**src/rtl/core/rdcrc_pkg.sv**
```systemverilog
// Package: shared types and constants for the record deframer with CRC check.
package rdcrc_pkg;

  localparam logic [15:0] HeaderIdV2 = 16'h5244;
  localparam logic [31:0] CrcPoly    = 32'hEDB88320;

  typedef enum logic [1:0] {
    PH_HEADER  = 2'd0,
    PH_PAYLOAD = 2'd1,
    PH_EXTRA   = 2'd2
  } phase_e;

  typedef enum logic [2:0] {
    ST_OPEN      = 3'd0,
    ST_GOOD      = 3'd1,
    ST_CRC_BAD   = 3'd2,
    ST_UNVERIF   = 3'd3,
    ST_BAD_HDR   = 3'd4,
    ST_TRUNCATED = 3'd5
  } status_e;

  // Item handed from the parser to the finishing stage.
  typedef struct packed {
    logic [7:0]  data;
    logic        has_byte;
    logic        is_extra;
    logic        done;
    logic        bad_hdr;
    logic        trunc;
    logic        verdict_req;
    logic [1:0]  version;
    logic [31:0] crypto;
    logic [31:0] payload_len;
    logic [31:0] crc_field;
    logic [31:0] extra_len;
    logic [31:0] crc_prev;
    logic [31:0] rec_len;
  } work_t;

  typedef struct packed {
    logic [7:0]  out_byte;
    logic        has_byte;
    logic        is_extra;
    logic        record_done;
    logic [2:0]  status;
    logic [1:0]  format_version;
    logic [31:0] crypto_word;
    logic [31:0] payload_length;
    logic [31:0] extra_length;
    logic [31:0] record_length;
  } result_t;

  // Advance a reflected CRC-32 by one byte.
  function automatic logic [31:0] crc_byte(logic [31:0] c, logic [7:0] b);
    logic [31:0] r;
    r = c ^ {24'd0, b};
    for (int i = 0; i < 8; i++) begin
      r = r[0] ? ((r >> 1) ^ CrcPoly) : (r >> 1);
    end
    return r;
  endfunction

endpackage

```
**src/rtl/core/rdcrc_if.sv**
```systemverilog
// Interfaces: valid/ready channels for stream bytes and record results.
interface rdcrc_in_if;
  logic       valid;
  logic       ready;
  logic [7:0] in_byte;
  logic       stream_end;
  modport source (output valid, output in_byte, output stream_end, input ready);
  modport sink (input valid, input in_byte, input stream_end, output ready);
endinterface

interface rdcrc_out_if;
  logic        valid;
  logic        ready;
  logic [7:0]  out_byte;
  logic        has_byte;
  logic        is_extra;
  logic        record_done;
  logic [2:0]  status;
  logic [1:0]  format_version;
  logic [31:0] crypto_word;
  logic [31:0] payload_length;
  logic [31:0] extra_length;
  logic [31:0] record_length;
  modport source (output valid, output out_byte, output has_byte, output is_extra,
                  output record_done, output status, output format_version,
                  output crypto_word, output payload_length, output extra_length,
                  output record_length, input ready);
  modport sink (input valid, input out_byte, input has_byte, input is_extra,
                input record_done, input status, input format_version,
                input crypto_word, input payload_length, input extra_length,
                input record_length, output ready);
endinterface

```
**src/rtl/core/rdcrc_front.sv**
```systemverilog
// Front end: header parser and record sequencer, emits one work item per result.
module rdcrc_front import rdcrc_pkg::*; (
  input  logic        clk_i,
  input  logic        rst_ni,
  input  logic        in_valid_i,
  input  logic [7:0]  in_byte_i,
  input  logic        in_end_i,
  output logic        in_ready_o,
  output logic        w_valid_o,
  output work_t       w_data_o,
  input  logic        w_ready_i
);

  phase_e      phase_q, phase_d;
  logic [4:0]  hcnt_q, hcnt_d;
  logic [31:0] shift_q, shift_d;
  logic [1:0]  ver_q, ver_d;
  logic [31:0] crypto_q, crypto_d, plen_q, plen_d, crc_q, crc_d, xlen_q, xlen_d;
  logic [31:0] left_q, left_d, rcrc_q, rcrc_d, cnt_q, cnt_d;
  logic        take;
  logic        has, isx, done, bad, trunc, vreq;
  logic [1:0]  k;

  // Accept whenever the queue has room.
  assign in_ready_o = w_ready_i;
  assign take       = in_valid_i & w_ready_i;
  assign w_valid_o  = take & (has | done);

  always_comb begin
    phase_d = phase_q; hcnt_d = hcnt_q; shift_d = shift_q; ver_d = ver_q;
    crypto_d = crypto_q; plen_d = plen_q; crc_d = crc_q; xlen_d = xlen_q;
    left_d = left_q; rcrc_d = rcrc_q;
    cnt_d = (cnt_q == '1) ? cnt_q : cnt_q + 32'd1;
    has = 1'b0; isx = 1'b0; done = 1'b0; bad = 1'b0; trunc = 1'b0; vreq = 1'b0;
    k = 2'd0;
    if (phase_q != PH_HEADER) begin
      has = 1'b1;
      isx = (phase_q == PH_EXTRA);
      if (!isx) rcrc_d = crc_byte(rcrc_q, in_byte_i);
      left_d = left_q - 32'd1;
      if (left_q == 32'd1) begin
        if (!isx && xlen_q != '0) begin
          phase_d = PH_EXTRA;
          left_d  = xlen_q;
        end else begin
          done = 1'b1; vreq = 1'b1;
        end
      end
    end else begin
      shift_d = {in_byte_i, shift_q[31:8]};
      hcnt_d  = hcnt_q + 5'd1;
      if (hcnt_d == 5'd4) begin
        if (shift_d[15:0] == HeaderIdV2 && shift_d[31:16] == 16'd2) ver_d = 2'd2;
        else if (shift_d[15:0] == 16'd1) ver_d = 2'd1;
        else begin
          done = 1'b1; bad = 1'b1;
        end
      end else if (hcnt_d >= 5'd8 && hcnt_d[1:0] == 2'b00) begin
        k = hcnt_d[3:2] - 2'd2 + ((ver_q == 2'd1) ? 2'd1 : 2'd0);
        case (k)
          2'd0: crypto_d = shift_d;
          2'd1: plen_d = shift_d;
          2'd2: crc_d = shift_d;
          default: begin
            xlen_d = shift_d;
            if (plen_q != '0) begin
              phase_d = PH_PAYLOAD; left_d = plen_q;
            end else if (shift_d != '0) begin
              phase_d = PH_EXTRA; left_d = shift_d;
            end else begin
              done = 1'b1; vreq = 1'b1;
            end
          end
        endcase
      end
    end
    if (!done && in_end_i) begin
      done = 1'b1; trunc = 1'b1;
    end
  end

  // Build the work item from updated record fields and the CRC before this byte.
  always_comb begin
    w_data_o.data        = in_byte_i;
    w_data_o.has_byte    = has;
    w_data_o.is_extra    = isx;
    w_data_o.done        = done;
    w_data_o.bad_hdr     = bad;
    w_data_o.trunc       = trunc;
    w_data_o.verdict_req = vreq;
    w_data_o.version     = ver_d;
    w_data_o.crypto      = crypto_d;
    w_data_o.payload_len = plen_d;
    w_data_o.crc_field   = crc_d;
    w_data_o.extra_len   = xlen_d;
    w_data_o.crc_prev    = rcrc_q;
    w_data_o.rec_len     = cnt_d;
  end

  // Advance state on each accepted byte; clear after a record closes.
  always_ff @(posedge clk_i or negedge rst_ni) begin
    if (!rst_ni) begin
      phase_q <= PH_HEADER; hcnt_q <= '0; shift_q <= '0; ver_q <= '0;
      crypto_q <= '0; plen_q <= '0; crc_q <= '0; xlen_q <= '0;
      left_q <= '0; rcrc_q <= '1; cnt_q <= '0;
    end else if (take) begin
      if (done) begin
        phase_q <= PH_HEADER; hcnt_q <= '0; shift_q <= '0; ver_q <= '0;
        crypto_q <= '0; plen_q <= '0; crc_q <= '0; xlen_q <= '0;
        left_q <= '0; rcrc_q <= '1; cnt_q <= '0;
      end else begin
        phase_q <= phase_d; hcnt_q <= hcnt_d; shift_q <= shift_d; ver_q <= ver_d;
        crypto_q <= crypto_d; plen_q <= plen_d; crc_q <= crc_d; xlen_q <= xlen_d;
        left_q <= left_d; rcrc_q <= rcrc_d; cnt_q <= cnt_d;
      end
    end
  end

endmodule

```
**src/rtl/core/rdcrc_queue.sv**
```systemverilog
// Queue: two-entry FIFO between parser and finishing stage.
module rdcrc_queue import rdcrc_pkg::*; (
  input  logic  clk_i,
  input  logic  rst_ni,
  input  logic  push_i,
  input  work_t push_data_i,
  output logic  ready_o,
  output logic  valid_o,
  output work_t pop_data_o,
  input  logic  pop_i
);

  work_t      mem_q [2];
  logic       wptr_q, rptr_q;
  logic [1:0] cnt_q;

  assign ready_o    = (cnt_q != 2'd2);
  assign valid_o    = (cnt_q != 2'd0);
  assign pop_data_o = mem_q[rptr_q];

  // Store entries.
  always_ff @(posedge clk_i) begin
    if (push_i) mem_q[wptr_q] <= push_data_i;
  end

  // Track pointers and fill level.
  always_ff @(posedge clk_i or negedge rst_ni) begin
    if (!rst_ni) begin
      wptr_q <= 1'b0; rptr_q <= 1'b0; cnt_q <= 2'd0;
    end else begin
      if (push_i) wptr_q <= ~wptr_q;
      if (pop_i)  rptr_q <= ~rptr_q;
      cnt_q <= cnt_q + {1'b0, push_i} - {1'b0, pop_i};
    end
  end

endmodule

```
**src/rtl/core/rdcrc_back.sv**
```systemverilog
// Back end: CRC finish, verdict and registered result output.
module rdcrc_back import rdcrc_pkg::*; (
  input  logic    clk_i,
  input  logic    rst_ni,
  input  logic    w_valid_i,
  input  work_t   w_data_i,
  output logic    w_ready_o,
  output logic    r_valid_o,
  output result_t r_data_o,
  input  logic    r_ready_i
);

  logic        valid_q;
  result_t     res_q, res_d;
  logic [31:0] crc_fin;
  status_e     st;

  assign w_ready_o = !valid_q || r_ready_i;
  assign r_valid_o = valid_q;
  assign r_data_o  = res_q;

  // Fold the last byte into the CRC and pick the status.
  always_comb begin
    crc_fin = w_data_i.crc_prev;
    if (w_data_i.has_byte && !w_data_i.is_extra)
      crc_fin = crc_byte(w_data_i.crc_prev, w_data_i.data);
    st = ST_OPEN;
    if (w_data_i.bad_hdr) st = ST_BAD_HDR;
    else if (w_data_i.trunc) st = ST_TRUNCATED;
    else if (w_data_i.verdict_req) begin
      if (w_data_i.payload_len == '0 || w_data_i.crc_field == '0) st = ST_UNVERIF;
      else if (~crc_fin == w_data_i.crc_field) st = ST_GOOD;
      else st = ST_CRC_BAD;
    end
    res_d.out_byte       = w_data_i.has_byte ? w_data_i.data : 8'd0;
    res_d.has_byte       = w_data_i.has_byte;
    res_d.is_extra       = w_data_i.is_extra;
    res_d.record_done    = w_data_i.done;
    res_d.status         = st;
    res_d.format_version = w_data_i.bad_hdr ? 2'd0 : w_data_i.version;
    res_d.crypto_word    = w_data_i.crypto;
    res_d.payload_length = w_data_i.payload_len;
    res_d.extra_length   = w_data_i.extra_len;
    res_d.record_length  = w_data_i.rec_len;
  end

  // Hold the payload until the sink takes it.
  always_ff @(posedge clk_i) begin
    if (w_valid_i && w_ready_o) res_q <= res_d;
  end

  always_ff @(posedge clk_i or negedge rst_ni) begin
    if (!rst_ni) valid_q <= 1'b0;
    else if (w_ready_o) valid_q <= w_valid_i;
  end

endmodule

```
**src/rtl/core/record_deframer_crc_check.sv**
```systemverilog
// Top level: record deframer with CRC-32 check.
//
//  channel | dir | payload
//  in_s    | in  | in_byte, stream_end
//  out_m   | out | out_byte .. record_length (one result per transaction)
//
// One byte is taken per cycle while the queue has room; header parsing and the
// next-state CRC run in the parser, the final CRC compare in the output stage.
// A byte's work item enters the queue on its accepting edge and its result is
// then registered in the output stage, where output stalls can hold it.
// Reset clears all record state at once.
// A two-entry queue lets the input keep flowing while the output stalls, until it fills.
module record_deframer_crc_check import rdcrc_pkg::*; (
  input  logic  clk_i,
  input  logic  rst_ni,
  rdcrc_in_if.sink    in_s,
  rdcrc_out_if.source out_m
);

  logic    fq_valid, fq_ready, qb_valid, qb_ready, r_valid;
  work_t   fq_data, qb_data;
  result_t r_data;

  rdcrc_front u_front (
    .clk_i, .rst_ni,
    .in_valid_i(in_s.valid), .in_byte_i(in_s.in_byte), .in_end_i(in_s.stream_end),
    .in_ready_o(in_s.ready),
    .w_valid_o(fq_valid), .w_data_o(fq_data), .w_ready_i(fq_ready)
  );

  rdcrc_queue u_queue (
    .clk_i, .rst_ni,
    .push_i(fq_valid), .push_data_i(fq_data), .ready_o(fq_ready),
    .valid_o(qb_valid), .pop_data_o(qb_data), .pop_i(qb_valid & qb_ready)
  );

  rdcrc_back u_back (
    .clk_i, .rst_ni,
    .w_valid_i(qb_valid), .w_data_i(qb_data), .w_ready_o(qb_ready),
    .r_valid_o(r_valid), .r_data_o(r_data), .r_ready_i(out_m.ready)
  );

  // Drive the result channel.
  assign out_m.valid          = r_valid;
  assign out_m.out_byte       = r_data.out_byte;
  assign out_m.has_byte       = r_data.has_byte;
  assign out_m.is_extra       = r_data.is_extra;
  assign out_m.record_done    = r_data.record_done;
  assign out_m.status         = r_data.status;
  assign out_m.format_version = r_data.format_version;
  assign out_m.crypto_word    = r_data.crypto_word;
  assign out_m.payload_length = r_data.payload_length;
  assign out_m.extra_length   = r_data.extra_length;
  assign out_m.record_length  = r_data.record_length;

endmodule

```
**src/flat_wrapper.sv**
```systemverilog
// flat-port wrapper written by rule: the top's interface ports become plain ports
module record_deframer_crc_check_flat import rdcrc_pkg::*;
  (clk_i, rst_ni, in_s_valid, in_s_in_byte, in_s_stream_end, in_s_ready, out_m_valid, out_m_out_byte, out_m_has_byte, out_m_is_extra, out_m_record_done, out_m_status, out_m_format_version, out_m_crypto_word, out_m_payload_length, out_m_extra_length, out_m_record_length, out_m_ready);
  rdcrc_in_if in_s_i ();
  rdcrc_out_if out_m_i ();
  input  logic clk_i;
  input  logic rst_ni;
  input wire logic [$bits(in_s_i.valid)-1:0] in_s_valid;
  input wire logic [$bits(in_s_i.in_byte)-1:0] in_s_in_byte;
  input wire logic [$bits(in_s_i.stream_end)-1:0] in_s_stream_end;
  output wire logic [$bits(in_s_i.ready)-1:0] in_s_ready;
  output wire logic [$bits(out_m_i.valid)-1:0] out_m_valid;
  output wire logic [$bits(out_m_i.out_byte)-1:0] out_m_out_byte;
  output wire logic [$bits(out_m_i.has_byte)-1:0] out_m_has_byte;
  output wire logic [$bits(out_m_i.is_extra)-1:0] out_m_is_extra;
  output wire logic [$bits(out_m_i.record_done)-1:0] out_m_record_done;
  output wire logic [$bits(out_m_i.status)-1:0] out_m_status;
  output wire logic [$bits(out_m_i.format_version)-1:0] out_m_format_version;
  output wire logic [$bits(out_m_i.crypto_word)-1:0] out_m_crypto_word;
  output wire logic [$bits(out_m_i.payload_length)-1:0] out_m_payload_length;
  output wire logic [$bits(out_m_i.extra_length)-1:0] out_m_extra_length;
  output wire logic [$bits(out_m_i.record_length)-1:0] out_m_record_length;
  input wire logic [$bits(out_m_i.ready)-1:0] out_m_ready;
  assign in_s_i.valid = in_s_valid;
  assign in_s_i.in_byte = in_s_in_byte;
  assign in_s_i.stream_end = in_s_stream_end;
  assign in_s_ready = in_s_i.ready;
  assign out_m_valid = out_m_i.valid;
  assign out_m_out_byte = out_m_i.out_byte;
  assign out_m_has_byte = out_m_i.has_byte;
  assign out_m_is_extra = out_m_i.is_extra;
  assign out_m_record_done = out_m_i.record_done;
  assign out_m_status = out_m_i.status;
  assign out_m_format_version = out_m_i.format_version;
  assign out_m_crypto_word = out_m_i.crypto_word;
  assign out_m_payload_length = out_m_i.payload_length;
  assign out_m_extra_length = out_m_i.extra_length;
  assign out_m_record_length = out_m_i.record_length;
  assign out_m_i.ready = out_m_ready;
  record_deframer_crc_check u_core (.clk_i(clk_i), .rst_ni(rst_ni), .in_s(in_s_i), .out_m(out_m_i));
endmodule
```
**config.mk**
```make
export PLATFORM = sky130hd
export DESIGN_NAME = record_deframer_crc_check_flat
export DESIGN_NICKNAME = d
export VERILOG_FILES = /design/src/rtl/core/rdcrc_pkg.sv /design/src/rtl/core/rdcrc_if.sv /design/src/rtl/core/rdcrc_front.sv /design/src/rtl/core/rdcrc_queue.sv /design/src/rtl/core/rdcrc_back.sv /design/src/rtl/core/record_deframer_crc_check.sv /design/src/flat_wrapper.sv
export SDC_FILE = /design/constraint.sdc
export NUM_CORES = 1
export LEC_CHECK = 0
export BUFFER_PORTS_ARGS = -buffer_cell sky130_fd_sc_hd__buf_2
export CORE_MARGIN = 1
export CORE_UTILIZATION = 43
export CTS_CLUSTER_DIAMETER = 30
export DETAILED_ROUTE_END_ITERATION = 8
export GPL_TIMING_DRIVEN = 0
export HOLD_SLACK_MARGIN = 0.02
export MAX_ROUTING_LAYER = met4
export PLACE_DENSITY = 0.62
export SETUP_SLACK_MARGIN = 0.4
export SYNTH_ARGS = -nofsm -noshare
export SYNTH_HDL_FRONTEND = slang
export SYNTH_SLANG_ARGS = --single-unit
```
**constraint.sdc**
```tcl
create_clock -name clk_i -period 14.31 [get_ports clk_i]
set_input_delay 1.431 -clock clk_i [delete_from_list [all_inputs] [get_ports clk_i]]
set_output_delay 1.431 -clock clk_i [all_outputs]
set_load 0.05 [all_outputs]
```
# [Word-level counts from Yosys, hierarchy flattened]
# Memories as Yosys holds them, arrays and structs flattened.
# Cells that the tools add are included.
[word_totals] ff_bits=414 ramBits=416 n_memories=1
[op_classes] addsub=7 n_lt_le_gt_ge=1 n_eq_ne=18 n_mux=94 bitwise_logic=26 n_reduce_logical=31
[mem_list] memory="u_core.u_queue.mem_q" words=2 width=208 read_ports=1 rd_clocked_by_memory_dff=0 wr=1 line="rdcrc_queue.sv:13" rtl="work_t mem_q [2];"
[ops] op="$mux W32" n=53
[ops] op="$not A13 Y14" n=16
[ops] op="$reduce_bool A32 Y1" n=3
[ops] op="$logic_not A32 Y1" n=2
[ops] op="$xor A32 B8 Y32" n=2
[ops] op="$add A32 B1 Y32 const B" n=1
[ops] op="$eq A32 B1 Y1 const B" n=1
[ops] op="$eq A32 B32 Y1" n=1
[ops] op="$eq A32 B32 Y1 const B" n=1
[ops] op="$not A32 Y32" n=1
[ops] op="$sub A32 B1 Y32 const B" n=1
[ops] op="$mux W2" n=15
[ops] op="$mux W1" n=22
[ops] op="$eq A16 B1 Y1 const B" n=1
[ops] op="$eq A16 B15 Y1 const B" n=1
[ops] op="$eq A16 B2 Y1 const B" n=1
[ops] op="$mux W5" n=2
[ops] op="$reduce_and A7 Y1" n=1
[ops] op="$logic_and A1 B1 Y1" n=6
[ops] op="$mux W3" n=2
[ops] op="$ne A2 B2 Y1 const B" n=3
[ops] op="$ne A3 B2 Y1 const B" n=2
[ops] op="$reduce_bool A2 Y1" n=3
[ops] op="$reduce_or A3 Y1" n=2
[ops] op="other kinds (22)" n=34

# [Depth between registers and ports, before layout]
# Gate-level depths: netlist of run 1.
# An unclocked memory read counts as a cell.
[logic_depth] word_depth=25 depth_mapped=16 mapped_depth_nobuf=13

# [Modules after synthesis]
# Synthesis of run 1 repeated with hierarchy kept, for this count alone.
[unflattened] hier_cells=2718 area_unflattened_um2=37186.9
[by_module_without_submodules] module="rdcrc_queue" n_inst=1 cells_each=662 area_each_um2=15597.5 seq_area_each_um2=12592.1
[by_module_without_submodules] module="rdcrc_front" n_inst=1 cells_each=1637 area_each_um2=14985.6 seq_area_each_um2=6471.2
[by_module_without_submodules] module="rdcrc_back" n_inst=1 cells_each=418 area_each_um2=6597.6 seq_area_each_um2=4349.2
[by_module_without_submodules] module="record_deframer_crc_check" n_inst=1 cells_each=1 area_each_um2=6.3 seq_area_each_um2=0.0

# [Worst setup path after synthesis of run 1]
# No wires, ideal clock.
[synth_timing] kind="in2reg" start="in in_s_in_byte[7]" end="mem u_core.u_queue.mem_q[0][0] (netlist name), enable pin" setup_ns=0.781 arrival_ns=11.389 path_slack_ns=2.140 path_stages=8 n_path_buf=1 path_cell_list="clkbuf_1 -> or3_1 -> nor3_1 -> nand3_1 -> a2bb2oi_2 -> nand2_4 -> o31ai_1 -> nor2_1"
[synth_between] elab_chain_len=14
[synth_rtl] item="start: declaration" line="flat_wrapper.sv:9" rtl="input wire logic [$bits(in_s_i.in_byte)-1:0] in_s_in_byte;"
[synth_rtl] item="$reduce_bool A32 Y1" line="rdcrc_front.sv:68" rtl="end else if (shift_d != '0) begin"
[synth_rtl] item="$mux W1" line="rdcrc_front.sv:68"
[synth_rtl] item="$mux W1" line="rdcrc_front.sv:66" rtl="if (plen_q != '0) begin"
[synth_rtl] item="$mux W1" line="rdcrc_front.sv:60" rtl="case (k)"
[synth_rtl] item="$mux W1" line="rdcrc_front.sv:58" rtl="end else if (hcnt_d >= 5'd8 && hcnt_d[1:0] == 2'b00) begin"
[synth_rtl] item="$mux W1 *" line="rdcrc_front.sv:52" rtl="if (hcnt_d == 5'd4) begin"
[synth_rtl] item="$mux W1 *" line="rdcrc_front.sv:36" rtl="if (phase_q != PH_HEADER) begin"
[synth_rtl] item="$logic_not A1 Y1" line="rdcrc_front.sv:77" rtl="if (!done && in_end_i) begin"
[synth_rtl] item="$logic_and A1 B1 Y1" line="rdcrc_front.sv:77"
[synth_rtl] item="$mux W1 *" line="rdcrc_front.sv:77"
[synth_rtl] item="$or A1 B1 Y1 *" line="rdcrc_front.sv:27" rtl="assign w_valid_o = take & (has | done);"
[synth_rtl] item="$and A1 B1 Y1 *" line="rdcrc_front.sv:27"
[synth_rtl] item="$mux W1 *" line="rdcrc_queue.sv:23" rtl="if (push_i) mem_q[wptr_q] <= push_data_i;"
[synth_rtl] item="$mux W1 (not written as such) *" line="rdcrc_queue.sv:23"
[synth_rtl] item="end: declaration" line="rdcrc_queue.sv:13"
# Mark *: on every way between the ends. The rest lies on a longest branch, timed or not.

# [Worst setup path in the final report of run 1]
[layout_timing] start="in in_s_in_byte[2]" end="reg u_core.u_front.rcrc_q[11]"
[layout_between] elab_chain_len=12
[layout_rtl] item="$reduce_bool A32 Y1" line="rdcrc_front.sv:68"
[layout_rtl] item="$mux W1" line="rdcrc_front.sv:68"
[layout_rtl] item="$mux W1" line="rdcrc_front.sv:66"
[layout_rtl] item="$mux W1" line="rdcrc_front.sv:60"
[layout_rtl] item="$mux W1" line="rdcrc_front.sv:58"
[layout_rtl] item="$mux W1 *" line="rdcrc_front.sv:52"
[layout_rtl] item="$mux W1 *" line="rdcrc_front.sv:36"
[layout_rtl] item="$logic_not A1 Y1" line="rdcrc_front.sv:77"
[layout_rtl] item="$logic_and A1 B1 Y1" line="rdcrc_front.sv:77"
[layout_rtl] item="$mux W1 *" line="rdcrc_front.sv:77"
[layout_rtl] item="$ne A2 B2 Y1 (no line) / $reduce_bool A2 Y1 (equally long branches)"
[layout_rtl] item="$reduce_and A3 Y1 (no line)"
[layout_rtl] item="end signal: assignment" line="rdcrc_front.sv:114" rtl="left_q <= left_d; rcrc_q <= rcrc_d; cnt_q <= cnt_d;"
[layout_rtl] item="end: declaration" line="rdcrc_front.sv:19" rtl="logic [31:0] left_q, left_d, rcrc_q, rcrc_d, cnt_q, cnt_d;"
# Marks and branches as above.
# A chain may end at the register's enable or synchronous reset.

==> results of run 1 <==
==> area by class of cell <==
type                       count  area, µm²
clock buffer                 189       4260
clock inverter               121       1410
inverter                      26       98.8
buffer                       148        621
sequential                   822      23400
timing repair buffer         181       1280
tap                         1134       1420
fill                        7079      38900
multi-input combinational   1761      12600
antenna                        6       15.0
==> flip-flops by register name, summed over array words and instances (netlist names), 5 cells and up <==
register,count
u_core.u_queue.mem_q,416
u_core.u_back.r_data_o,144
u_core.u_front.cnt_q,32
u_core.u_front.crc_q,32
u_core.u_front.crypto_q,32
u_core.u_front.left_q,32
u_core.u_front.plen_q,32
u_core.u_front.rcrc_q,32
u_core.u_front.xlen_q,32
u_core.u_front.shift_q,24
u_core.u_front.hcnt_q,5
==> per-stage QoR <==
step	std cells	util (%)	area [µm²]	power [mW]	setup TNS, ns
detailed placement	4072	46.9	39500	6.69	0
global placement	4049	46.3	38900	6.83	-1630.57
CTS	4382	53.7	45100	10.5	0
finish	4388	53.7	45100	10.5	0
floorplan	2757	-	36700	5.75	0
global route	4387	53.7	45100	10.9	0
==> placed cells by master (no fill, tap or decap), drive strengths merged, types with 27 or more instances in the layout <==
| master | instances |
|---|---|
| dfstp | 32 |
| mux2 | 269 |
| clkbuf | 307 |
| o21ai | 204 |
| a22o | 53 |
| a21oi | 50 |
| edfxtp | 560 |
| xnor2 | 207 |
| o22a | 32 |
| buf | 211 |
| a211oi | 28 |
| nor2 | 109 |
| nor4 | 52 |
| xor2 | 72 |
| nor3 | 37 |
| nand2 | 347 |
| nand3 | 27 |
| inv | 49 |
| mux2i | 62 |
| clkinv | 68 |
| dfrtp | 230 |
==> per-layer routing <==
layer  up-vias  track usage, %
met3       215            5.12
met1     12600            36.7
met5         -               -
li1      11000               -
met2       973            40.2
met4         0            8.92
==> power groups by stage <==
stage	Sequential, mW	Clock (mW)	Combinational, mW
2_1_floorplan	4.14	0	1.61
3_3_place_gp	3.72	0	3.11
3_5_place_dp	3.47	0	3.21
4_1_cts	3.44	3.86	3.23
5_1_grt	3.48	3.98	3.41
6_report	3.45	3.81	3.23
==> cells by family after synthesis <==
kind of cell	share of synthesized area, %
DFF	63.7
and+or+nand+nor	8.11
AOI/OAI and AO/OA	8.31
muxes	9.97
xor gates and xnor gates	7.68
buffers and inverters	1.96
adders and majority gates	0.238
==> worst max-delay path: stages <==
cell	delay (ns)
sky130_fd_sc_hd__buf_2	0.13
sky130_fd_sc_hd__clkbuf_1	0.50
sky130_fd_sc_hd__nor4_1	0.47
sky130_fd_sc_hd__nand2_1	0.12
sky130_fd_sc_hd__nor4_1	0.33
sky130_fd_sc_hd__nor2_1	0.07
sky130_fd_sc_hd__o21ai_1	0.57
sky130_fd_sc_hd__nand2_4	0.16
sky130_fd_sc_hd__nor2_4	0.41
sky130_fd_sc_hd__clkinv_2	0.42
sky130_fd_sc_hd__buf_6	0.29
sky130_fd_sc_hd__nor2_2	0.34
sky130_fd_sc_hd__nand2_1	0.32
sky130_fd_sc_hd__buf_2	0.30
sky130_fd_sc_hd__o22a_1	0.20
==> how the worst max path moves through the flow <==
stage / to / startpoint / slack (ns)
floorplan: u_core.u_queue.mem_q[0][0]$_DFFE_PP_ / in_s_in_byte[7] / 2.14
detailed placement: u_core.u_front.rcrc_q[12]$_DFFE_PN1P_ / in_s_in_byte[2] / 8.34
finish: u_core.u_front.rcrc_q[11]$_DFFE_PN1P_ / in_s_in_byte[2] / 8.85
global route: u_core.u_front.rcrc_q[11]$_DFFE_PN1P_ / in_s_in_byte[2] / 8.74
CTS: u_core.u_back.r_data_o[123]$_DFFE_PP_ / u_core.u_queue.rptr_q$_DFFE_PN0P_ / 8.85
global placement: u_core.u_queue.mem_q[1][207]$_DFFE_PP_ / in_s_in_byte[2] / -3.98
==> results.md, run 1 <==
• **synthesis-to-finish area growth** 22.9%
• **mean routed wirelength per cell** 25.4 µm
• **most common flop cell mapped by yosys** sky130_fd_sc_hd__edfxtp_1
• **Post-CTS Repair Setup Buffers** 0
• **highest fanout seen on the critical path** 10
• **area share of the largest cell type after synthesis** 45.8%
• **Switching Share** 36.9%
• **hold buffers post-CTS** 0
• **distinct cell type count after synthesis** 73
• **maximum number of pins on one net before global-route repair** 99
• **combinational cell fraction of total power** 30.8%
• **mean instance size in the synthesized netlist** 13.3 µm²
• **leading area contributor after synthesis** sky130_fd_sc_hd__edfxtp_1
• **sequential share of power** 32.9%
• **power density over cell area** 232 mW/mm²
• **Final Max Tran Viols** 0
• **Hold EP** u_core.u_front.crc_q[2]$_DFFE_PN0P_
• **worst reg2reg setup slack** 8.91 ns
• **Via-to-Cell Ratio** 5.63
• **initial antenna violation count** 6
• **max-capacitance violation count** 0
• **share of async-settable or async-resettable flops after synthesis** 31.9%
• **net switching power** 3.86 mW
• **cell area after technology mapping** 0.0367 mm²
• **first-pass GRT wire length** 165,000 µm
• **post-placement setup slack** 8.34 ns
• **Remaining Overflow, GRT** 0
• **Clock Skew** 0.0494 ns
• **result of the run** finished, final reports clean
• **met3 layer wire length in the routed design** 7040 µm
• **Register-to-Register Path Depth** 8
• **clock tree from TritonCTS** built
• **class of the most critical setup path** input port to register
• **final-report hold violation count** 0
• **worst flop-to-flop path startpoint** u_core.u_queue.rptr_q$_DFFE_PN0P_
• **total of cells resized after clock tree synthesis** 0
• **clock tree root buffer cell** sky130_fd_sc_hd__clkbuf_16
• **Placeable Area** 0.0841 mm²
• **number of design rule violations left after detail routing** 0
• **post-synthesis sequential area ratio** 63.7%
• **die boundary width** 294 µm
• **EDFF count, synth** 560
• **worst slew margin relative to its limit** 15.3%
• **clock buffers created by TritonCTS** 164
• **setup repair after global routing missed its margin** no
• **reg-to-reg endpoint** u_core.u_back.r_data_o[123]$_DFFE_PP_
• **Net count, final** 3,124
• **kind of capture point of the worst setup path** register
• **commonest cells in the synthesized netlist** sky130_fd_sc_hd__edfxtp_1 (560), sky130_fd_sc_hd__nand2_1 (346), sky130_fd_sc_hd__mux2_2 (269), sky130_fd_sc_hd__dfrtp_1 (230), sky130_fd_sc_hd__xnor2_1 (205)
• **Starting Density** 43.7%
• **worst hold slack** 0.475 ns
• **part of the total power dissipated in the clock network** 36.3%
• **synthesized instance count** 2,757
• **number of clock sinks** 822
• **post-synthesis sequential element count** 822
• **worst hold path depth** 2
• **Clk Latency, worst-skew pair** 0.76 ns
• **routability congestion estimate from global placement** 0.951
• **fraction of final layout cells sized beyond drive strength 1** 24.8%
• **deepest clock path buffer count** 3
• **slew at the pin closest to its max-slew limit** 1.27 ns
• **startpoint kind of the worst setup timing path** input port
• **post-route clock period utilization** 38.1%
• **Final setup viols** 0
• **internal power consumption** 6.62 mW
• **I/O pin count** 159
• **post-CTS clock slew at the launch and capture registers of the worst setup and hold paths** 0.05 ns
• **total routing resource utilization after global routing** 26.8%
• **Chip Height** 294 µm
• **Die Outline Area** 0.0866 mm²
• **top routing layer in use** met4
• **H-tree levels** 4
• **Min-Delay Path Class** register to register
• **top area cells in the synthesized netlist** sky130_fd_sc_hd__edfxtp_1 (46%), sky130_fd_sc_hd__dfrtp_1 (16%), sky130_fd_sc_hd__mux2_2 (8.2%), sky130_fd_sc_hd__xnor2_1 (4.9%), sky130_fd_sc_hd__nand2_1 (3.5%)
• **quantity of I/O buffers inserted on ports** 158
• **post-layout minimum cycle time** 5.46 ns
• **detailed-routing wirelength on met1** 50,400 µm
• **Detailed Route Iter0 Violations** 2,311
• **length of the first detailed-routing pass in iterations** 5
• **Worst Hold Launch** u_core.u_front.crc_q[2]$_DFFE_PN0P_
• **fin worst setup slack** 8.85 ns
• **Peak VDD IR** 163 µV
• **Placement Rows** 106
• **total length of routed wires** 112,000 µm
• **leakage power** 17.0 nW
• **leading cell type by number of instances after synthesis** sky130_fd_sc_hd__edfxtp_1
• **required time reported for the critical path endpoint** 14.96 ns
• **DR WL met2** 51,000 µm
• **Final ANT Viol Nets** 0
• **syn_nets** 2,777
• **detailed-route via count** 24,700
• **fmax** 0.183 GHz
• **Synthesis Warnings** 0
• **vias in the first global route** 24,700
• **CP Data Arrival Time** 6.11 ns
• **detailed-placement wirelength estimate** 79,600 µm
(Power assumes the default switching activity.)
==> run 2, diff against run 1 <==
--- a/config.mk
+++ b/config.mk
@@ -13,7 +13,7 @@
 export GPL_TIMING_DRIVEN = 0
 export HOLD_SLACK_MARGIN = 0.02
 export MAX_ROUTING_LAYER = met4
-export PLACE_DENSITY = 0.62
+export PLACE_DENSITY = 0.64
 export SETUP_SLACK_MARGIN = 0.4
 export SYNTH_ARGS = -nofsm -noshare
 export SYNTH_HDL_FRONTEND = slang
==> constraint.sdc (replaced) <==
create_clock -name clk_i -period 4.4 [get_ports clk_i]
set_input_delay 0.44 -clock clk_i [delete_from_list [all_inputs] [get_ports clk_i]]
set_output_delay 0.44 -clock clk_i [all_outputs]
set_load 0.05 [all_outputs]
==> results.md, run 2 (synthesized netlist as in run 1, its figures left out) <==
• **result of the run** finished, final reports clean
• **sequential cell area in the final layout** 0.0234 mm²
• **first-pass GRT wire length** 167,000 µm
• **quantity of I/O buffers inserted on ports** 158
• **Net count, final** 3,156
• **Chip Height** 294 µm
• **Min-Delay Path Class** input port to asynchronous set/reset pin
• **Final setup viols** 0
• **Placeable Area** 0.0841 mm²
• **Crit. Startpoint** in_s_in_byte[1]
• **detailed-placement wirelength estimate** 79,700 µm
• **power density over cell area** 766 mW/mm²
• **register with the most flip-flops** u_core.u_queue.mem_q
• **highest fanout seen on the critical path** 10
• **Clock Skew** 0.0587 ns
• **total length of routed wires** 114,000 µm
• **final sum of negative setup slack** 0 ns
• **FILL cells** 6,936
• **Placement Rows** 106
• **required time reported for the critical path endpoint** 5.06 ns
• **H-tree levels** 4
• **deepest clock path buffer count** 3
• **final-report hold violation count** 0
• **Clk Latency, worst-skew pair** 0.77 ns
• **reg-to-reg endpoint** u_core.u_back.r_data_o[126]$_DFFE_PP_
• **number of design rule violations left after detail routing** 0
• **number of clock sinks** 822
• **Via-to-Cell Ratio** 5.68
• **total routing resource utilization after global routing** 27.3%
• **setup repair after global routing missed its margin** no
• **routability congestion estimate from global placement** 0.950
• **detailed-route via count** 25,100
• **leakage power** 17.6 nW
• **Peak VDD IR** 552 µV
• **worst hold slack** 0.195 ns
• **post-CTS clock slew at the launch and capture registers of the worst setup and hold paths** 0.05 ns
• **post-route clock period utilization** 87.0%
• **initial antenna violation count** 2
• **Die Outline Area** 0.0866 mm²
• **synthesis-to-finish area growth** 25.7%
• **Final Max Tran Viols** 0
• **clock tree root buffer cell** sky130_fd_sc_hd__clkbuf_16
• **clock tree from TritonCTS** built
• **worst slew margin relative to its limit** 17.1%
• **# diodes** 0
• **vias in the first global route** 24,900
• **Largest register FFs** 416
• **class of the most critical setup path** input port to register
• **post-layout minimum cycle time** 3.83 ns
• **fmax** 0.261 GHz
• **CP Data Arrival Time** 4.49 ns
• **Final ANT Viol Nets** 0
• **worst reg2reg setup slack** 0.58 ns
• **mean routed wirelength per cell** 25.9 µm
• **Detailed Route Iter0 Violations** 2,298
• **fraction of final layout cells sized beyond drive strength 1** 27.2%
• **I/O pin count** 159
• **length of the first detailed-routing pass in iterations** 6
• **die boundary width** 294 µm
• **slew at the pin closest to its max-slew limit** 1.24 ns
• **Remaining Overflow, GRT** 0
• **most common cell after layout, fill and taps aside** sky130_fd_sc_hd__edfxtp_1
• **startpoint kind of the worst setup timing path** input port
• **critical path endpoint** u_core.u_front.left_q[23]$_DFFE_PN0P_
• **clock buffers created by TritonCTS** 170
• **Starting Density** 43.7%
• **max-capacitance violation count** 0
• **highest-count cells in the layout ignoring fill and taps** sky130_fd_sc_hd__edfxtp_1 (560), sky130_fd_sc_hd__nand2_1 (345), sky130_fd_sc_hd__mux2_2 (269)
• **maximum number of pins on one net before global-route repair** 118
• **area used by multi-input combinational logic** 0.0128 mm²
• **worst flop-to-flop path startpoint** u_core.u_queue.rptr_q$_DFFE_PN0P_
• **Register-to-Register Path Depth** 8
• **kind of capture point of the worst setup path** register
## run 2: metal layers
layer | GRT usage, % | vias to the layer above | part of all wire [%]
li1 | - | 11000 | -
met1 | 36.8 | 12700 | 43
met4 | 9.32 | 0 | 3.3
met2 | 41.3 | 1121 | 46
met3 | 5.50 | 223 | 7.5
met5 | - | - | 0
## run 2: area by class of cell
type	count	area share, %
flip-flops and latches	822	50.7
well taps	1134	3.07
repair buffers	207	3.59
plain buffers	148	1.46
clock inverters	130	3.63
inverters	26	0.222
multi-input cells	1761	27.8
clock buffers	191	9.51
## run 2: how the worst min path moves through the flow
stage	from	end	slack, ns	depth (start not counted)
3_3_place_gp	u_core.u_front.crypto_q[22]$_DFFE_PN0P_	u_core.u_front.crypto_q[22]$_DFFE_PN0P_	0.46	2
3_5_place_dp	rst_ni	u_core.u_queue.rptr_q$_DFFE_PN0P_	0.39	1
6_report	rst_ni	u_core.u_queue.rptr_q$_DFFE_PN0P_	0.19	2
2_1_floorplan	rst_ni	u_core.u_back.r_valid_o$_DFFE_PN0N_	0.14	0
4_1_cts	rst_ni	u_core.u_queue.rptr_q$_DFFE_PN0P_	0.17	2
5_1_grt	rst_ni	u_core.u_front.cnt_q[4]$_DFFE_PN0P_	0.19	2
## run 2: what timing repair did
action                                  in CTS  in global routing
setup buffers                                7                  5
gates cloned                                 2                  4
pin swaps                                    4                  2
endpoints found under the hold margin       59                  0
hold buffers                                10                  0
gates resized for setup                     51                 35
endpoints found under the setup margin     619                192
## run 2: report_power, final
group / internal (mW) / leakage [nW] / total [mW] / switching, mW
Clock: 8.77 / 2.91 / 13.2 / 4.47
Combinational: 3.59 / 5.98 / 10.9 / 7.30
Sequential: 10.2 / 8.67 / 11.2 / 0.976
Total: 22.6 / 17.6 / 35.4 / 12.7
## run 2: per-stage QoR
stage	power, mW	cell area (µm²)	std cells	setup WS [ns]	util, %
after floorplan	18.4	36800	2757	-1.32	-
after global placement	21.7	39000	4049	-3.77	46.4
after detailed placement	21.8	39400	4070	-1.07	46.9
after CTS	35.4	45900	4410	0.402	54.6
after global routing	36.7	46200	4419	0.446	54.9
final	35.4	46200	4419	0.573	54.9
## run 2: worst max-delay path: stages
cell	delay, ns
sky130_fd_sc_hd__dlygate4sd3_1	0.54
sky130_fd_sc_hd__buf_2	0.15
sky130_fd_sc_hd__clkbuf_2	0.36
sky130_fd_sc_hd__nor4_1	0.37
sky130_fd_sc_hd__nand2_1	0.14
sky130_fd_sc_hd__nor4_1	0.34
sky130_fd_sc_hd__nor2_1	0.11
sky130_fd_sc_hd__o21ai_2	0.37
sky130_fd_sc_hd__nand2_4	0.15
sky130_fd_sc_hd__nor2_4	0.21
sky130_fd_sc_hd__clkinv_4	0.18
sky130_fd_sc_hd__buf_6	0.20
sky130_fd_sc_hd__buf_6	0.17
sky130_fd_sc_hd__nor2_2	0.51
sky130_fd_sc_hd__a22o_1	0.22
==> run 3, diff against run 2 <==
--- a/config.mk
+++ b/config.mk
@@ -5,6 +5,7 @@
 export SDC_FILE = /design/constraint.sdc
 export NUM_CORES = 1
 export LEC_CHECK = 0
+export ABC_AREA = 1
 export BUFFER_PORTS_ARGS = -buffer_cell sky130_fd_sc_hd__buf_2
 export CORE_MARGIN = 1
 export CORE_UTILIZATION = 43
@@ -14,6 +15,7 @@
 export HOLD_SLACK_MARGIN = 0.02
 export MAX_ROUTING_LAYER = met4
 export PLACE_DENSITY = 0.64
+export RECOVER_POWER = 50
 export SETUP_SLACK_MARGIN = 0.4
 export SYNTH_ARGS = -nofsm -noshare
 export SYNTH_HDL_FRONTEND = slang
==> constraint.sdc (replaced) <==
create_clock -name clk_i -period 3.1 [get_ports clk_i]
set_input_delay 0.31 -clock clk_i [delete_from_list [all_inputs] [get_ports clk_i]]
set_output_delay 0.31 -clock clk_i [all_outputs]
set_load 0.05 [all_outputs]
==> results.md, run 3 <==
• **I/O pin count** 159
• **detailed-placement wirelength estimate** 83,200 µm
• **register with the most flip-flops** u_core.u_queue.mem_q
• **slew at the pin closest to its max-slew limit** 2.48 ns
• **area share of the largest cell type after synthesis** 44.2%
• **required time reported for the critical path endpoint** 3.54 ns
• **Largest register FFs** 416
• **FILL cells** 7,193
• **Synthesis Warnings** 0
• **mean routed wirelength per cell** 21.4 µm
• **result of the run** finished, violations left
• **Chip Height** 299 µm
• **first-pass GRT wire length** 181,000 µm
• **Clk Latency, worst-skew pair** 0.77 ns
• **Starting Density** 43.7%
• **Die Outline Area** 0.0897 mm²
• **highest-count cells in the layout ignoring fill and taps** sky130_fd_sc_hd__nand2_1 (1,312), sky130_fd_sc_hd__edfxtp_1 (560), sky130_fd_sc_hd__inv_1 (431)
• **highest fanout seen on the critical path** 6
• **Placement Rows** 108
• **final sum of negative setup slack** -50.68 ns
• **final-report hold violation count** 0
• **clock buffers created by TritonCTS** 165
• **max-capacitance violation count** 2
• **clock tree root buffer cell** sky130_fd_sc_hd__clkbuf_16
• **detailed-route via count** 31,200
• **Net count, final** 4,583
• **post-synthesis sequential element count** 822
• **leading area contributor after synthesis** sky130_fd_sc_hd__edfxtp_1
• **initial antenna violation count** 4
• **EDFF count, synth** 560
• **cell area after technology mapping** 0.0380 mm²
• **leading cell type by number of instances after synthesis** sky130_fd_sc_hd__nand2_1
• **synthesized instance count** 4,009
• **post-synthesis sequential area ratio** 61.5%
• **maximum number of pins on one net before global-route repair** 111
• **class of the most critical setup path** register to register
• **H-tree levels** 4
• **leakage power** 22.8 nW
• **total routing resource utilization after global routing** 28.0%
• **commonest cells in the synthesized netlist** sky130_fd_sc_hd__nand2_1 (1,378), sky130_fd_sc_hd__edfxtp_1 (560), sky130_fd_sc_hd__inv_1 (449), sky130_fd_sc_hd__o21ai_0 (322), sky130_fd_sc_hd__dfrtp_1 (230)
• **most common flop cell mapped by yosys** sky130_fd_sc_hd__edfxtp_1
• **post-placement setup slack** -1.50 ns
• **syn_nets** 4,029
• **synthesis-to-finish area growth** 33.0%
• **top area cells in the synthesized netlist** sky130_fd_sc_hd__edfxtp_1 (44%), sky130_fd_sc_hd__dfrtp_1 (15%), sky130_fd_sc_hd__nand2_1 (14%), sky130_fd_sc_hd__inv_1 (4.4%), sky130_fd_sc_hd__o21ai_0 (4.2%)
• **length of the first detailed-routing pass in iterations** 8
• **Clock Skew** 0.0484 ns
• **worst reg2reg setup slack** -0.29 ns
• **total length of routed wires** 126,000 µm
• **Placeable Area** 0.0872 mm²
• **Final setup viols** 389
• **mean instance size in the synthesized netlist** 9.49 µm²
• **sequential cell area in the final layout** 0.0234 mm²
• **CP Data Arrival Time** 3.83 ns
• **vias in the first global route** 29,500
• **Detailed Route Iter0 Violations** 3,285
• **worst slew margin relative to its limit** -65.3%
• **post-CTS clock slew at the launch and capture registers of the worst setup and hold paths** 0.05 ns
• **power density over cell area** 1190 mW/mm²
• **post-layout minimum cycle time** 3.39 ns
• **Final Max Tran Viols** 111
• **number of design rule violations left after detail routing** 0
• **Peak VDD IR** 837 µV
• **Register-to-Register Path Depth** 17
• **Remaining Overflow, GRT** 0
• **Min-Delay Path Class** input port to register
• **die boundary width** 299 µm
• **worst hold path depth** 1
• **fmax** 0.295 GHz
• **area used by multi-input combinational logic** 0.0131 mm²
• **deepest clock path buffer count** 3
• **clock tree from TritonCTS** built
• **Via-to-Cell Ratio** 5.32
• **post-route clock period utilization** 109%
• **Final ANT Viol Nets** 0
• **fin worst setup slack** -0.289 ns
• **most common cell after layout, fill and taps aside** sky130_fd_sc_hd__nand2_1
• **quantity of I/O buffers inserted on ports** 158
• **number of clock sinks** 822
• **fraction of final layout cells sized beyond drive strength 1** 19.0%
• **routability congestion estimate from global placement** 0.963
• **startpoint kind of the worst setup timing path** register
• **failing checks** capacitance limit, slew limit, setup timing
• **share of async-settable or async-resettable flops after synthesis** 31.9%
• **distinct cell type count after synthesis** 49
• **setup repair after global routing missed its margin** yes
• **kind of capture point of the worst setup path** register
run 3: cell count changes after synthesis, moves of 32 or more:
cell | previous run | this run
sky130_fd_sc_hd__a22o_1 | 53 | 6
sky130_fd_sc_hd__inv_1 | 23 | 449
sky130_fd_sc_hd__mux2_2 | 269 | 0
sky130_fd_sc_hd__mux2i_1 | 61 | 2
sky130_fd_sc_hd__nand2_1 | 346 | 1378
sky130_fd_sc_hd__nand3_1 | 27 | 159
sky130_fd_sc_hd__nor2_1 | 106 | 165
sky130_fd_sc_hd__o21ai_0 | 196 | 322
sky130_fd_sc_hd__o22a_1 | 32 | 0
sky130_fd_sc_hd__o22ai_1 | 10 | 119
sky130_fd_sc_hd__xnor2_1 | 205 | 28
sky130_fd_sc_hd__xor2_1 | 72 | 112
run 3: per-stage QoR:
step | instance area (µm²) | utilization, % | std cells | hold slack [ns] | power, mW
final | 50600 | 58.1 | 5861 | 0.0810 | 60.3
after global routing | 50600 | 58.1 | 5859 | 0.0359 | 63.1
after CTS | 48900 | 56.1 | 5768 | 0.0256 | 58.5
after detailed placement | 40900 | 46.9 | 5346 | 0.386 | 38.3
after global placement | 40400 | 46.3 | 5322 | 0.485 | 38.0
after floorplan | 38100 | - | 4009 | 0.0144 | 31.8
run 3: cell families (layout without fill, tap and decap cells):
| logic type | Yosys count | in the layout | share of synthesized area [%] |
|---|---|---|---|
| simple gates | 1888 | 1892 | 20.6 |
| buf+inv | 626 | 1316 | 6.79 |
| xor+xnor | 143 | 143 | 3.35 |
| fa+ha+maj | 7 | 7 | 0.230 |
| other cells | 0 | 3 | 0 |
| compound gates | 521 | 521 | 7.48 |
| flops | 822 | 822 | 61.5 |
| mux | 2 | 2 | 0.0526 |
run 3: final timing paths:
check / startpoint / endpoint
setup / recovery: u_core.u_front.plen_q[15]$_DFFE_PN0P_ / u_core.u_queue.mem_q[0][206]$_DFFE_PP_
hold / removal: in_s_in_byte[2] / u_core.u_queue.mem_q[1][202]$_DFFE_PP_
setup reg to reg: u_core.u_front.plen_q[15]$_DFFE_PN0P_ / u_core.u_queue.mem_q[0][206]$_DFFE_PP_
hold reg to reg: u_core.u_queue.mem_q[0][186]$_DFFE_PP_ / u_core.u_back.r_data_o[122]$_DFFE_PP_
max in group asynchronous: rst_ni / u_core.u_front.plen_q[20]$_DFFE_PN0P_
min in group asynchronous: rst_ni / u_core.u_front.crypto_q[26]$_DFFE_PN0P_
run 3: where the power goes:
group	internal (mW)	switching [mW]	total (mW)
clock	11.9	6.15	18.0
sequential	15.4	1.48	16.9
combinational	8.17	17.2	25.4
total	35.5	24.9	60.3
run 3: worst max-delay path, cell delays in order (launching register included):
cell and delay [ns]:
sky130_fd_sc_hd__dfrtp_2 0.45, sky130_fd_sc_hd__nor4_2 0.36, sky130_fd_sc_hd__nand4_1 0.16, sky130_fd_sc_hd__nor2_2 0.19
sky130_fd_sc_hd__nand2_2 0.11, sky130_fd_sc_hd__nor4_4 0.25, sky130_fd_sc_hd__nand2_2 0.16, sky130_fd_sc_hd__nand2_4 0.11
sky130_fd_sc_hd__nor3_4 0.05, sky130_fd_sc_hd__nand2_2 0.08, sky130_fd_sc_hd__nand2_4 0.09, sky130_fd_sc_hd__clkbuf_16 0.17
sky130_fd_sc_hd__nor2_4 0.19, sky130_fd_sc_hd__buf_12 0.15, sky130_fd_sc_hd__buf_16 0.13, sky130_fd_sc_hd__buf_16 0.14
sky130_fd_sc_hd__buf_12 0.13, sky130_fd_sc_hd__buf_16 0.12
run 3: routing by layer:
layer	global-route usage, %	vias to the layer above	share of wire, %
li1	-	14400	-
met1	37.7	15100	42
met2	41.9	1451	46
met3	4.78	253	8.4
met4	11.7	0	3.9
met5	-	-	0
run 3: layout make-up:
class                      instances  area share (%)
inverter                         464            3.55
tap                             1155            2.86
timing repair buffer             383            7.78
buffer                           162            2.32
clock inverter                   112            2.76
antenna                            3          0.0148
multi-input combinational       2565            25.8
sequential                       822            46.3
clock buffer                     195            8.58
run 3: repair_timing:
action                                  CTS  global route
endpoints found under the hold margin    90             0
resized for setup                       233           340
pin swaps                                23            49
setup endpoints to repair              1054          1043
setup buffers                            81            73
hold buffers                              8             0
gates cloned                             26            17
